===== src/hdl/drsc_pkg.sv =====
`timescale 1ns / 1ps
package drsc_pkg;

   localparam int MV_W       = 12;
   localparam int PERIODS_W  = 16;
   localparam int SHORT_W    = 8;
   localparam int WET_W      = 4;
   localparam int CSR_INDEX_W = 3;
   localparam int CSR_DATA_W  = 16;

   // item kinds
   localparam logic [1:0] FUNC_SENSOR     = 2'd0;
   localparam logic [1:0] FUNC_MOVE_START = 2'd1;
   localparam logic [1:0] FUNC_MOVE_END   = 2'd2;
   localparam logic [1:0] FUNC_WIN_ACK    = 2'd3;

   // rack states
   localparam logic [2:0] RACK_RETRACTED  = 3'd0;
   localparam logic [2:0] RACK_EXTENDING  = 3'd1;
   localparam logic [2:0] RACK_EXTENDED   = 3'd2;
   localparam logic [2:0] RACK_RETRACTING = 3'd3;
   localparam logic [2:0] RACK_ALARM      = 3'd4;

   // window states
   localparam logic [1:0] WIN_CLOSED  = 2'd0;
   localparam logic [1:0] WIN_OPENING = 2'd1;
   localparam logic [1:0] WIN_OPEN    = 2'd2;
   localparam logic [1:0] WIN_CLOSING = 2'd3;

   localparam logic [1:0] BUZZ_NONE  = 2'd0;
   localparam logic [1:0] BUZZ_ALARM = 2'd1;
   localparam logic [1:0] BUZZ_CHIRP = 2'd2;

   localparam logic [1:0] CMD_NONE  = 2'd0;
   localparam logic [1:0] CMD_OPEN  = 2'd1;
   localparam logic [1:0] CMD_CLOSE = 2'd2;

   localparam logic [1:0] KEY_IDLE = 2'd0;
   localparam logic [1:0] KEY_ONE  = 2'd1;
   localparam logic [1:0] KEY_TWO  = 2'd2;

   localparam logic [WET_W-1:0]     WET_MAX     = '1;
   localparam logic [PERIODS_W-1:0] PERIODS_MAX = '1;

   // register indexes
   localparam logic [CSR_INDEX_W-1:0] CSR_S1_LOW      = 3'd0;
   localparam logic [CSR_INDEX_W-1:0] CSR_S1_HIGH     = 3'd1;
   localparam logic [CSR_INDEX_W-1:0] CSR_S2_LOW      = 3'd2;
   localparam logic [CSR_INDEX_W-1:0] CSR_S2_HIGH     = 3'd3;
   localparam logic [CSR_INDEX_W-1:0] CSR_SHORT_PRESS = 3'd4;
   localparam logic [CSR_INDEX_W-1:0] CSR_LONG_PRESS  = 3'd5;
   localparam logic [CSR_INDEX_W-1:0] CSR_RAIN_THRESH = 3'd6;
   localparam logic [CSR_INDEX_W-1:0] CSR_RAIN_CONFIRM = 3'd7;

   typedef struct packed {
      logic [MV_W-1:0]      s1_low_mv;
      logic [MV_W-1:0]      s1_high_mv;
      logic [MV_W-1:0]      s2_low_mv;
      logic [MV_W-1:0]      s2_high_mv;
      logic [SHORT_W-1:0]   short_press_periods;
      logic [PERIODS_W-1:0] long_press_periods;
      logic [MV_W-1:0]      rain_threshold_mv;
      logic [WET_W-1:0]     rain_confirm_count;
   } cfg_type;

   typedef struct packed {
      logic [2:0]           rack;
      logic [1:0]           window;
      logic                 lock;
      logic                 stop;
      logic                 rain;
      logic [WET_W-1:0]     wet_count;
      logic                 resume;
      logic [1:0]           held_key;
      logic [PERIODS_W-1:0] held_periods;
      logic                 long_done;
   } state_type;

   typedef struct packed {
      logic [1:0]      func;
      logic            button_event;
      logic            pir_event;
      logic [MV_W-1:0] rain_mv;
      logic            rain_valid;
      logic [MV_W-1:0] key_mv;
      logic            key_valid;
      logic            link_ready;
      logic            move_extend;
      logic            move_interrupted;
      logic            ack_open;
      logic            ack_ok;
   } item_type;

   typedef struct packed {
      logic [2:0] rack_mode;
      logic [1:0] window_mode;
      logic       lock_on;
      logic       stop_request;
      logic       rain_on;
      logic [1:0] buzz_kind;
      logic [1:0] window_command;
      logic       resume_extend;
   } result_type;

endpackage


===== src/hdl/drsc_step.sv =====
`timescale 1ns / 1ps
module drsc_step
   import drsc_pkg::*;
(
   input  cfg_type    cfg,
   input  state_type  cur,
   input  item_type   item,
   output state_type  nxt,
   output result_type res
);

   logic [1:0] buzz;
   logic [1:0] cmd;
   logic [1:0] key;
   logic       wet;
   logic [WET_W-1:0] wet_inc;

   always_comb begin
      nxt  = cur;
      buzz = BUZZ_NONE;
      cmd  = CMD_NONE;
      key  = KEY_IDLE;
      wet  = item.rain_mv < cfg.rain_threshold_mv;
      wet_inc = (cur.wet_count < WET_MAX) ? cur.wet_count + 1'b1 : cur.wet_count;

      unique case (item.func)
         FUNC_SENSOR: begin
            if (item.pir_event) nxt.stop = 1'b1;

            if (item.button_event && !cur.lock) begin
               unique case (cur.rack)
                  RACK_RETRACTED: begin
                     nxt.rack = RACK_EXTENDING;
                     nxt.stop = 1'b0;
                  end
                  RACK_EXTENDED: begin
                     nxt.rack = RACK_RETRACTING;
                     nxt.stop = 1'b0;
                  end
                  RACK_EXTENDING: begin
                     nxt.rack = RACK_RETRACTING;
                     nxt.stop = 1'b1;
                  end
                  RACK_RETRACTING: begin
                     nxt.rack = RACK_EXTENDING;
                     nxt.stop = 1'b1;
                  end
                  RACK_ALARM: begin
                     nxt.rack = cur.resume ? RACK_EXTENDING : RACK_RETRACTING;
                     nxt.stop = 1'b0;
                  end
                  default: ;
               endcase
            end

            if (item.pir_event &&
                (nxt.rack == RACK_EXTENDING || nxt.rack == RACK_RETRACTING)) begin
               nxt.resume = (nxt.rack == RACK_EXTENDING);
               nxt.rack   = RACK_ALARM;
               buzz       = BUZZ_ALARM;
            end

            if (item.rain_valid) begin
               if (wet) begin
                  nxt.wet_count = wet_inc;
                  if (wet_inc >= cfg.rain_confirm_count) begin
                     nxt.wet_count = cfg.rain_confirm_count;
                     nxt.rain      = 1'b1;
                     if (nxt.rack == RACK_EXTENDED || nxt.rack == RACK_EXTENDING) begin
                        nxt.stop = 1'b1;
                        nxt.rack = RACK_RETRACTING;
                     end
                     if ((cur.window == WIN_OPEN || cur.window == WIN_OPENING) &&
                         item.link_ready) begin
                        cmd        = CMD_CLOSE;
                        nxt.window = WIN_CLOSING;
                     end
                  end
               end else begin
                  nxt.wet_count = '0;
                  nxt.rain      = 1'b0;
               end
            end

            if (!nxt.rain && item.key_valid) begin
               // key one window has priority over key two
               if (item.key_mv >= cfg.s1_low_mv && item.key_mv < cfg.s1_high_mv)
                  key = KEY_ONE;
               else if (item.key_mv >= cfg.s2_low_mv && item.key_mv < cfg.s2_high_mv)
                  key = KEY_TWO;

               if (key != KEY_IDLE) begin
                  if (key == cur.held_key) begin
                     if (cur.held_periods < PERIODS_MAX)
                        nxt.held_periods = cur.held_periods + 1'b1;
                     if (nxt.held_periods == cfg.long_press_periods && !cur.long_done) begin
                        nxt.lock      = (key == KEY_ONE);
                        buzz          = BUZZ_CHIRP;
                        nxt.long_done = 1'b1;
                     end
                  end else begin
                     nxt.held_key     = key;
                     nxt.held_periods = PERIODS_W'(1);
                     nxt.long_done    = 1'b0;
                  end
               end else if (cur.held_key != KEY_IDLE) begin
                  // release: short press may command the window
                  if (cur.held_periods >= {{(PERIODS_W-SHORT_W){1'b0}}, cfg.short_press_periods}
                      && !cur.long_done && !cur.lock && item.link_ready) begin
                     if (cur.held_key == KEY_ONE && cur.window == WIN_CLOSED) begin
                        cmd        = CMD_OPEN;
                        nxt.window = WIN_OPENING;
                     end else if (cur.held_key == KEY_TWO && cur.window == WIN_OPEN) begin
                        cmd        = CMD_CLOSE;
                        nxt.window = WIN_CLOSING;
                     end
                  end
                  nxt.held_key     = KEY_IDLE;
                  nxt.held_periods = '0;
                  nxt.long_done    = 1'b0;
               end
            end
         end
         FUNC_MOVE_START: ;
         FUNC_MOVE_END: begin
            if (cur.stop || item.move_interrupted) begin
               nxt.resume = item.move_extend;
               nxt.rack   = RACK_ALARM;
               buzz       = BUZZ_ALARM;
            end else if (item.move_extend && cur.rack == RACK_EXTENDING) begin
               nxt.rack = RACK_EXTENDED;
            end else if (!item.move_extend && cur.rack == RACK_RETRACTING) begin
               nxt.rack = RACK_RETRACTED;
            end
         end
         FUNC_WIN_ACK: begin
            if (item.ack_ok) nxt.window = item.ack_open ? WIN_OPEN : WIN_CLOSED;
            else nxt.window = item.ack_open ? WIN_CLOSED : WIN_OPEN;
         end
         default: ;
      endcase

      res.rack_mode      = nxt.rack;
      res.window_mode    = nxt.window;
      res.lock_on        = nxt.lock;
      res.stop_request   = nxt.stop;
      res.rain_on        = nxt.rain;
      res.buzz_kind      = buzz;
      res.window_command = cmd;
      res.resume_extend  = nxt.resume;
   end

endmodule


===== config.mk =====
export PLATFORM = sky130hd
export DESIGN_NAME = drsc_step
export DESIGN_NICKNAME = d
export VERILOG_FILES = /design/src/hdl/drsc_pkg.sv /design/src/hdl/drsc_step.sv
export SDC_FILE = /design/constraint.sdc
export NUM_CORES = 1
export LEC_CHECK = 0
export ABC_AREA = 1
export ABC_CLOCK_PERIOD_IN_PS = 7000
export BUFFER_PORTS_ARGS = -buffer_cell sky130_fd_sc_hd__buf_4
export CAP_MARGIN = 25
export CORE_AREA = 8 8 95 97
export DETAILED_ROUTE_END_ITERATION = 16
export DIE_AREA = 0 0 103 105
export PLACE_DENSITY = 0.95
export SKIP_LAST_GASP = 1
export SLEW_MARGIN = 40
export SYNTH_ARGS = -nofsm -noshare
export SYNTH_HDL_FRONTEND = slang
export SYNTH_SLANG_ARGS = --single-unit

===== constraint.sdc =====
create_clock -name vclk -period 7
set_input_delay 0.7 -clock vclk [all_inputs]
set_output_delay 0.7 -clock vclk [all_outputs]
set_load 0.05 [all_outputs]

# --- Word-level counts from Yosys, hierarchy flattened ---
# Index checks and enable logic that the tools add are counted.
op_classes:
  muxes: 76
  add_sub_neg: 2
  eq_ne: 17
  n_reduce_logical: 31
  magnitude_cmp: 9
op_table:
  columns: ["cell", "n"]
  rows:
  - ["$mux W16", 5]
  - ["$mux W19", 4]
  - ["$mux W2", 30]
  - ["$lt A12 B12 Y1", 3]
  - ["$mux W3", 9]
  - ["$ge A12 B12 Y1", 2]
  - ["$mux W5", 4]
  - ["$mux W6", 3]
  - ["$mux W17", 1]
  - ["$add A16 B1 Y16 const B", 1]
  - ["$eq A16 B16 Y1", 1]
  - ["$ge A16 B8 Y1", 1]
  - ["$lt A16 B16 Y1 const B", 1]
  - ["$logic_and A1 B1 Y1", 14]
  - ["$eq A3 B2 Y1 const B", 4]
  - ["$mux W1", 12]
  - ["$eq A3 B1 Y1 const B", 3]
  - ["$pmux W3 S3", 1]
  - ["$eq A2 B2 Y1 const B", 4]
  - ["$pmux W2 S2", 2]
  - ["$mux W7", 1]
  - ["$eq A2 B1 Y1 const B", 3]
  - ["$pmux W3 S2", 1]
  - ["$reduce_or A2 Y1", 3]
  - ["other kinds (13)", 22]
word_totals:
  regBits: 0
  in_bits: 155
  wordCells: 135

# --- Logic depth before layout (Yosys ltp) ---
# Gate-level depths: netlist of run 1.
logic_depth:
  word_depth: 33
  depth_mapped: 21
  ltp_nobuf: 20

# --- Worst setup path after synthesis of run 1 ---
# OpenSTA, ideal clock, no wires.
synth_path:
  path_type: "input -> output"
  from: "input port cur[20] (netlist bit)"
  to: "output port res[1] (netlist bit)"
  cell_stages: 16
  setup_slack_ns: 2.413
  t_arrival_ns: 3.887
  path_buffers: 0
  cell_sequence: "ha_1 -> nand2_1 -> inv_1 -> nand2_1 -> o21ai_0 -> ha_1 -> inv_1 -> o21bai_1 -> nand3_1 -> nand3_1 -> a21o_1 -> nand2_1 -> nand2_1 -> nor2_2 -> inv_1 -> nor4_1"
synth_rtl:
  columns: ["item", "line_no", "rtl"]
  rows:
  - ["from (decl)", "drsc_step.sv:6", "input state_type cur,"]
  - ["to (decl)", "drsc_step.sv:9", "output result_type res"]

==> results.yml, run 1 <==
sta:
  finalWorstSetupSlack_ns: 2.47
  slew_violations: 0
  fmaxAchievable_mhz: 221
  rsz0062_at_grt: "no"
  worst_slew_pin_slew_ns: 0.578
  finalCriticalPeriod_ns: 4.53
  slew_headroom: 0.614
  post-route-period-util: 0.647
  setup_violations: 0
  finalHoldViolCount: 0
  setup_tns_ns: 0
detailed_routing:
  via_count: 4920
  detail-route-antenna-nets: 0
  routedWlPerCell_um: 13.3
  drt_iter0_markers: 167
  totalWireLength_mm: 13.2
  drc: 0
  via_per_inst: 4.97
  firstDrtPassIters: 4
cells_and_area:
  seq_cells: 0
  clockBufferCount: 0
  final_cell_area_um2: 5300
  antenna_cells: 0
  seq_area_um2: 0
  layout_commonest_cell: "nand2_1"
  area_growth_pct: 40.3
  drive_gt1_frac: 0.245
  utilization: 0.704
  fin_nets: 1121
  mostFrequentLayoutCells: "207 x nand2_1, 200 x buf_4, 154 x inv_1"
synth:
  synth_top_family_by_area: "simple AND/OR/NAND/NOR gates"
  synthAdderAreaFrac: 0.252
  synth_simple_gate_area_frac: 0.405
  synth-xor-area-share: 0.0302
  ys_seq_area_frac: 0
  synth_cell_type_count: 36
  ys_warn_count: 0
  synth_fp_nets: 933
  synth.avg_cell_area_um2: 5.38
  synth_compound_area_frac: 0.130
  synthMuxAreaShare: 0
  syn_inst: 702
  syn_area_um2: 3780
grt:
  grt.total_usage: 0.233
  grt_pass1_vias: 4932
  grt_pass1_wl_mm: 21.3
  gr-total-overflow: 0
  antenna_found_initial: 0
  grt_max_degree: 21
placed_design:
  dp_hpwl_mm: 11.9
  placed_area_um2: 5300
  port_buffers: 200
  dpl_worst_slack_ns: 2.47
  globalplace.congestion: 0.997
setup_path:
  startpoint_type: "input port"
  arrival_ns: 3.83
  critical-path-max-stage-delay_ns: 0.46
  path_max_fanout: 16
  cpMostUsedCell: "nand2_1"
  required_ns: 6.30
  critical_path.startpoint: "cur[20]"
  critPathKind: "input port to output pin"
  slowest_stage: "nor2_2"
  crit_path_end_kind: "output pin"
  path_delay_family: "simple AND/OR/NAND/NOR gates"
  crit_buf_inv: 6
  path_cells: "buf_4 > ha_1 > nand2_1 > inv_1 > nand2_1 > nand2_1 > o21ai_0 > ha_1 > inv_1 > o21bai_1 > nand3_1 > nand3_1 > a21o_1 > nand2_1 > nand2_1 > nor2_2 > inv_1 > nor2_2 > inv_1 > o21ai_0 > nand2_1 > buf_4"
power_and_ir_drop:
  powerDensity_nw_per_um2: 72.1
  vdd_ir_drop_max_v: 0.0000546
  power_w: 0.000382
  power_leakage_nw: 3.33
clocking:
  cts_hold_buf: 0
  post-cts-setup-buffers: 0
  cts_resized: 0
run:
  maxCapViolations: 0
min_path:
  hold_class: "input port to output pin"
  min_from: "cur[0]"
floorplan:
  ioPinCount: 200
  initial_utilization: 0.502
  row_count: 32
  fp.dieH_um: 105
  dieArea_um2: 10800
  fp.dieW_um: 103
  core_area_um2: 7530
status:
  status: "completed"
worst min-delay path, stage by stage:
cell and delay, ns:
buf_4 0.10, o21ai_0 0.07, nand2_1 0.05, buf_4 0.18
power breakdown:
| group | total [W] | internal, W | switching [W] |
|---|---|---|---|
| registers | 0 | 0 | 0 |
| clock network | 0 | 0 | 0 |
| logic | 0.000382 | 0.000154 | 0.000228 |
| total | 0.000382 | 0.000154 | 0.000228 |
final timing paths:
kind,cells after the start,endpoint,slack (ns)
hold / removal,4,nxt[0],1.81
setup / recovery,22,nxt[0],2.47
kinds of logic (layout without fill, tap and decap cells):
family                     Yosys count  after routing
xor gates and xnor gates            11             11
buffers and inverters              170            356
and+or+nand+nor                    357            357
AOI/OAI and AO/OA                   88             88
adders and majority gates           76             76
cells in the mapped netlist:
library cell | instances | area share
xnor3_4 | 1 | 0.0070
o21ai_0 | 33 | 0.044
and2_1 | 1 | 0.0017
nor3b_1 | 1 | 0.0020
nand3_1 | 43 | 0.057
nand4_1 | 17 | 0.028
o21bai_1 | 2 | 0.0040
nand2_4 | 1 | 0.0030
buf_2 | 3 | 0.0040
o22ai_1 | 5 | 0.0083
a21oi_1 | 34 | 0.045
xnor2_1 | 3 | 0.0070
nor2_2 | 4 | 0.0066
buf_6 | 1 | 0.0030
nor2_4 | 3 | 0.0089
nor3_1 | 3 | 0.0040
ha_1 | 76 | 0.25
buf_8 | 1 | 0.0040
a22oi_1 | 1 | 0.0020
nand2_1 | 207 | 0.21
inv_2 | 2 | 0.0020
inv_1 | 154 | 0.15
buf_4 | 9 | 0.018
nand3_2 | 3 | 0.0080
o221ai_1 | 1 | 0.0023
nand3b_1 | 2 | 0.0040
or2_2 | 2 | 0.0033
a211oi_1 | 1 | 0.0020
a41oi_1 | 1 | 0.0023
a21o_1 | 5 | 0.0099
xor2_1 | 7 | 0.016
o211ai_1 | 3 | 0.0060
nor4_1 | 2 | 0.0033
nor2_1 | 66 | 0.066
nand2_2 | 2 | 0.0033
o31ai_1 | 2 | 0.0040
layer usage:
metal,global-route usage,wire length (µm),up-vias
met5,0,0,-
met4,0.0600,318,0
met3,0.0544,1130,26
met2,0.440,6610,183
met1,0.248,5110,2115
li1,-,-,2596
metrics by stage:
stage / hold slack [ns] / instances
CTS: 1.81 / 990
global placement: 1.81 / 990
floorplan: 1.68 / 702
detailed placement: 1.81 / 990
global route: 1.85 / 990
finish: 1.81 / 990
cell type report:
| type | instances | area (µm²) |
|---|---|---|
| inverters | 156 | 586 |
| multi-input cells | 532 | 3080 |
| fillers | 711 | 2230 |
| repair buffers | 200 | 1500 |
| well taps | 102 | 128 |
Power figures use the tool's default switching activity.
==> run 2: changes to the inputs <==
- ABC_CLOCK_PERIOD_IN_PS: 7000 -> 4120
- CORE_AREA: 8 8 95 97 -> 8 8 102 104
- DIE_AREA: 0 0 103 105 -> 0 0 110 112
- PLACE_DENSITY: 0.95 -> 0.9
- clock period: 7 -> 4.12 ns (I/O delays scaled with it)
==> run 2 against run 1 <==
Compared with the run above: sequential share of layout area unchanged; combinational power up 69%; final cell count up 1.0%; cell area rose by 0.43%; utilization down 11 points; sequential cell count stayed put; die area rose by 14%; hold slack lost 0.57 ns; total power rose by 69%; global-route usage down 3.8 points; count of clock-buffer cells in the layout stayed put; critical endpoint is now nxt[16]; wire length down 1.5%; critical path type unchanged.
==> results.yml, run 2 (synthesized netlist as in run 1, its figures left out) <==
setup_path:
  startpoint_type: "input port"
  arrival_ns: 3.25
  critical-path-max-stage-delay_ns: 0.29
  slowest_stage: "ha_1"
  critPathKind: "input port to output pin"
  cpMostUsedCell: "nand2_1"
  required_ns: 3.71
  path_max_fanout: 11
  crit_path_end_kind: "output pin"
  path_cells: "buf_4 > ha_1 > nand2_1 > inv_1 > nand2_1 > nand2_1 > o21ai_0 > ha_1 > inv_1 > o21bai_1 > nand3_1 > nand3_1 > a21o_1 > nand2_1 > nand2_1 > nor2_2 > nand2_1 > clkinvlp_4 > nand2_1 > o21ai_0 > buf_4"
detailed_routing:
  via_count: 4894
  dr_wl_met2_mm: 6.48
  totalWireLength_mm: 13.0
  drt_iter0_markers: 248
  routedWlPerCell_um: 13.0
  top_layer: "met4"
  firstDrtPassIters: 4
  drc: 0
  met1_length_mm: 5.12
  detail-route-antenna-nets: 0
  route.met3.wl_mm: 1.12
  via_per_inst: 4.89
sta:
  finalWorstSetupSlack_ns: 0.454
  setup_violations: 0
  post-route-period-util: 0.890
  slew_violations: 0
  finalHoldViolCount: 0
  fmaxAchievable_mhz: 273
  rsz0062_at_grt: "no"
  slew_headroom: 0.693
  worst_slew_pin_slew_ns: 0.455
  setup_tns_ns: 0
  finalCriticalPeriod_ns: 3.67
floorplan:
  dieArea_um2: 12300
  fp.dieW_um: 110
  ioPinCount: 200
  core_area_um2: 8890
  row_count: 35
  initial_utilization: 0.425
  fp.dieH_um: 112
run:
  maxCapViolations: 0
cells_and_area:
  layout_commonest_cell: "nand2_1"
  clockBufferCount: 0
  multiInputGateArea_um2: 3080
  seq_area_um2: 0
  utilization: 0.598
  fin_nets: 1122
  antenna_cells: 0
  drive_gt1_frac: 0.247
  mostFrequentLayoutCells: "207 x nand2_1, 201 x buf_4, 153 x inv_1"
  num-fill-cells: 868
  final_cell_area_um2: 5320
  seq_cells: 0
  area_growth_pct: 40.9
min_path:
  hold_path_end: "res[7]"
  min_from: "cur[26]"
  hold_class: "input port to output pin"
  min_path_cells: 4
grt:
  grt_pass1_wl_mm: 20.3
  grt.total_usage: 0.195
  antenna_found_initial: 0
  grt_max_degree: 21
  gr-total-overflow: 0
  grt_pass1_vias: 4597
placed_design:
  dp_hpwl_mm: 11.9
  placed_area_um2: 5320
  globalplace.congestion: 0.950
  dpl_worst_slack_ns: 0.393
  port_buffers: 200
status:
  status: "completed"
clocking:
  cts_hold_buf: 0
power_and_ir_drop:
  vdd_ir_drop_max_v: 0.000102
  powerDensity_nw_per_um2: 122
  power_w: 0.000647
  power_leakage_nw: 3.33
[run 2: cell types whose count changed in the layout (fill, tap and decap cells not counted)]
cell,change
clkinvlp_4,+1
buf_4,+1
inv_1,-1
[run 2: through the flow]
stage               hold WS, ns  cells
floorplan                  1.10    702
global placement           1.24   1000
detailed placement         1.24   1000
CTS                        1.24   1000
global route               1.27   1000
finish                     1.23   1000
[run 2: worst max path at each step]
stage | startpoint | end | slack [ns] | cells after the start
after global routing | cur[20] | nxt[16] | 0.09 | 20
after detailed placement | cur[20] | nxt[6] | 0.39 | 21
after CTS | cur[20] | nxt[6] | 0.38 | 21
final | cur[20] | nxt[16] | 0.45 | 21
after global placement | cur[20] | nxt[6] | 0.53 | 21
after floorplan | cur[20] | res[1] | 0.11 | 16
[run 2: power by group]
group          leakage (nW)  total (W)  internal [W]  switching [W]
logic                  3.33   0.000647      0.000262       0.000385
registers                 0          0             0              0
clock network             0          0             0              0
total                  3.33   0.000647      0.000262       0.000385
[run 2: what timing repair did]
action,in CTS,in global routing
buffers inserted,0,0
endpoints found under the setup margin,0,1
resized for setup,0,1
[run 2: final cells by class]
| class | count | share of cell area |
|---|---|---|
| inverters | 156 | 0.111 |
| multi-input cells | 532 | 0.579 |
| well taps | 111 | 0.0261 |
| repair buffers | 201 | 0.284 |
[run 2: critical path: cells and delay by family]
| family | cells | cell delay, ns |
|---|---|---|
| AOI/OAI and AO/OA | 4 | 0.48 |
| adders and majority gates | 2 | 0.49 |
| buffers and inverters | 5 | 0.69 |
| and+or+nand+nor | 10 | 1.18 |
[run 2: metal layers]
metal	up-vias	GRT usage
met4	0	0.0315
met5	-	0
li1	2601	-
met3	20	0.0439
met1	2108	0.221
met2	165	0.358
==> run 3: changes to the inputs <==
- CORE_AREA: 8 8 102 104 -> 8 8 107 99
- DIE_AREA: 0 0 110 112 -> 0 0 115 107
- PLACE_DENSITY: 0.9 -> 0.91
==> run 3 against run 2 <==
Compared with the run above: final cell count increased by 1.1%; wire length up 1.9%; combinational power grew 0.6%; critical path depth down 1; first-iteration DRC count rose by 18%; via count grew 1.0%.
==> results.yml, run 3 (synthesized netlist as in run 1, its figures left out) <==
sta:
  finalCriticalPeriod_ns: 3.71
  setup_violations: 0
  setup_tns_ns: 0
  rsz0062_at_grt: "no"
  post-route-period-util: 0.900
  finalWorstSetupSlack_ns: 0.412
  finalHoldViolCount: 0
  slew_headroom: 0.682
  holdWs_ns: 1.24
  fmaxAchievable_mhz: 270
  worst_slew_pin_slew_ns: 0.476
  slew_violations: 0
detailed_routing:
  drc: 0
  routedWlPerCell_um: 13.1
  detail-route-antenna-nets: 0
  top_layer: "met4"
  met1_length_mm: 5.46
  totalWireLength_mm: 13.2
  via_count: 4943
  via_per_inst: 4.89
  route.met3.wl_mm: 1.21
  drt_iter0_markers: 292
  dr_wl_met2_mm: 6.45
  firstDrtPassIters: 5
cells_and_area:
  final_cell_area_um2: 5330
  clockBufferCount: 0
  seq_cells: 0
  fin_nets: 1122
  mostFrequentLayoutCells: "207 x nand2_1, 201 x buf_4, 153 x inv_1"
  layout_commonest_cell: "nand2_1"
  seq_area_um2: 0
  multiInputGateArea_um2: 3080
  area_growth_pct: 41.2
  num-fill-cells: 917
  antenna_cells: 0
  drive_gt1_frac: 0.247
grt:
  grt_max_degree: 21
  gr-total-overflow: 0
  antenna_found_initial: 0
  grt_pass1_vias: 4883
  grt.total_usage: 0.208
  grt_pass1_wl_mm: 21.8
power_and_ir_drop:
  power_leakage_nw: 3.33
  powerDensity_nw_per_um2: 122
  vdd_ir_drop_max_v: 0.000117
  power_w: 0.000651
placed_design:
  dp_hpwl_mm: 12.1
  dpl_worst_slack_ns: 0.409
  placed_area_um2: 5330
  port_buffers: 200
  globalplace.congestion: 0.943
setup_path:
  critical-path-max-stage-delay_ns: 0.30
  critPathKind: "input port to output pin"
  arrival_ns: 3.30
  critical_path.startpoint: "cur[21]"
  path_cells: "buf_4 > ha_1 > nand2_1 > inv_1 > nand2_1 > o21ai_0 > ha_1 > inv_1 > o21bai_1 > nand3_1 > nand3_1 > a21o_1 > nand2_1 > nand2_1 > nor2_2 > nand2_1 > clkinvlp_4 > nand2_1 > o21ai_0 > buf_4"
  startpoint_type: "input port"
  crit_end: "nxt[6]"
  path_max_fanout: 11
  crit_path_end_kind: "output pin"
  cpMostUsedCell: "nand2_1"
  slowest_stage: "ha_1"
  required_ns: 3.71
floorplan:
  dieArea_um2: 12300
  fp.dieW_um: 115
  fp.dieH_um: 107
  row_count: 33
  core_area_um2: 8840
  ioPinCount: 200
  initial_utilization: 0.427
status:
  status: "completed"
min_path:
  hold_class: "input port to output pin"
run:
  maxCapViolations: 0
clocking:
  cts_resized: 0
  cts_hold_buf: 0
  post-cts-setup-buffers: 0
## run 3: cell counts in the layout (fill, tap and decap cells not counted)
No cell type changed its count.
## run 3: report_power, final
| group | internal, W | switching, W |
|---|---|---|
| clock network | 0 | 0 |
| logic | 0.000263 | 0.000388 |
| registers | 0 | 0 |
| total | 0.000263 | 0.000388 |
## run 3: how the worst min path moves through the flow
stage | start | to | slack, ns | depth (start not counted)
final | cur[26] | nxt[26] | 1.24 | 4
after floorplan | cur[17] | res[1] | 1.10 | 2
after detailed placement | cur[0] | nxt[0] | 1.25 | 4
after global placement | cur[0] | nxt[0] | 1.24 | 4
after CTS | cur[0] | nxt[0] | 1.25 | 4
after global routing | cur[26] | res[7] | 1.29 | 4
## run 3: layout make-up
type | count | share of cell area
multi-input combinational | 532 | 0.578
timing repair buffer | 201 | 0.283
inverter | 156 | 0.111
tap | 122 | 0.0286
## run 3: per-stage QoR
step / instances / utilization
global route: 1011 / 0.604
floorplan: 702 / -
CTS: 1011 / 0.603
detailed placement: 1011 / 0.603
finish: 1011 / 0.604
global placement: 1011 / 0.603
## run 3: routing by layer
layer	GRT usage	vias up
met2	0.381	187
met1	0.253	2142
li1	-	2606
met4	0.0150	0
met3	0.0399	8
met5	0	-
## run 3: worst max-delay path: cells and delay by family
family	cells	cell delay, ns
fa+ha+maj	2	0.45
simple gates	9	1.07
compound gates	4	0.64
buf+inv	5	0.71
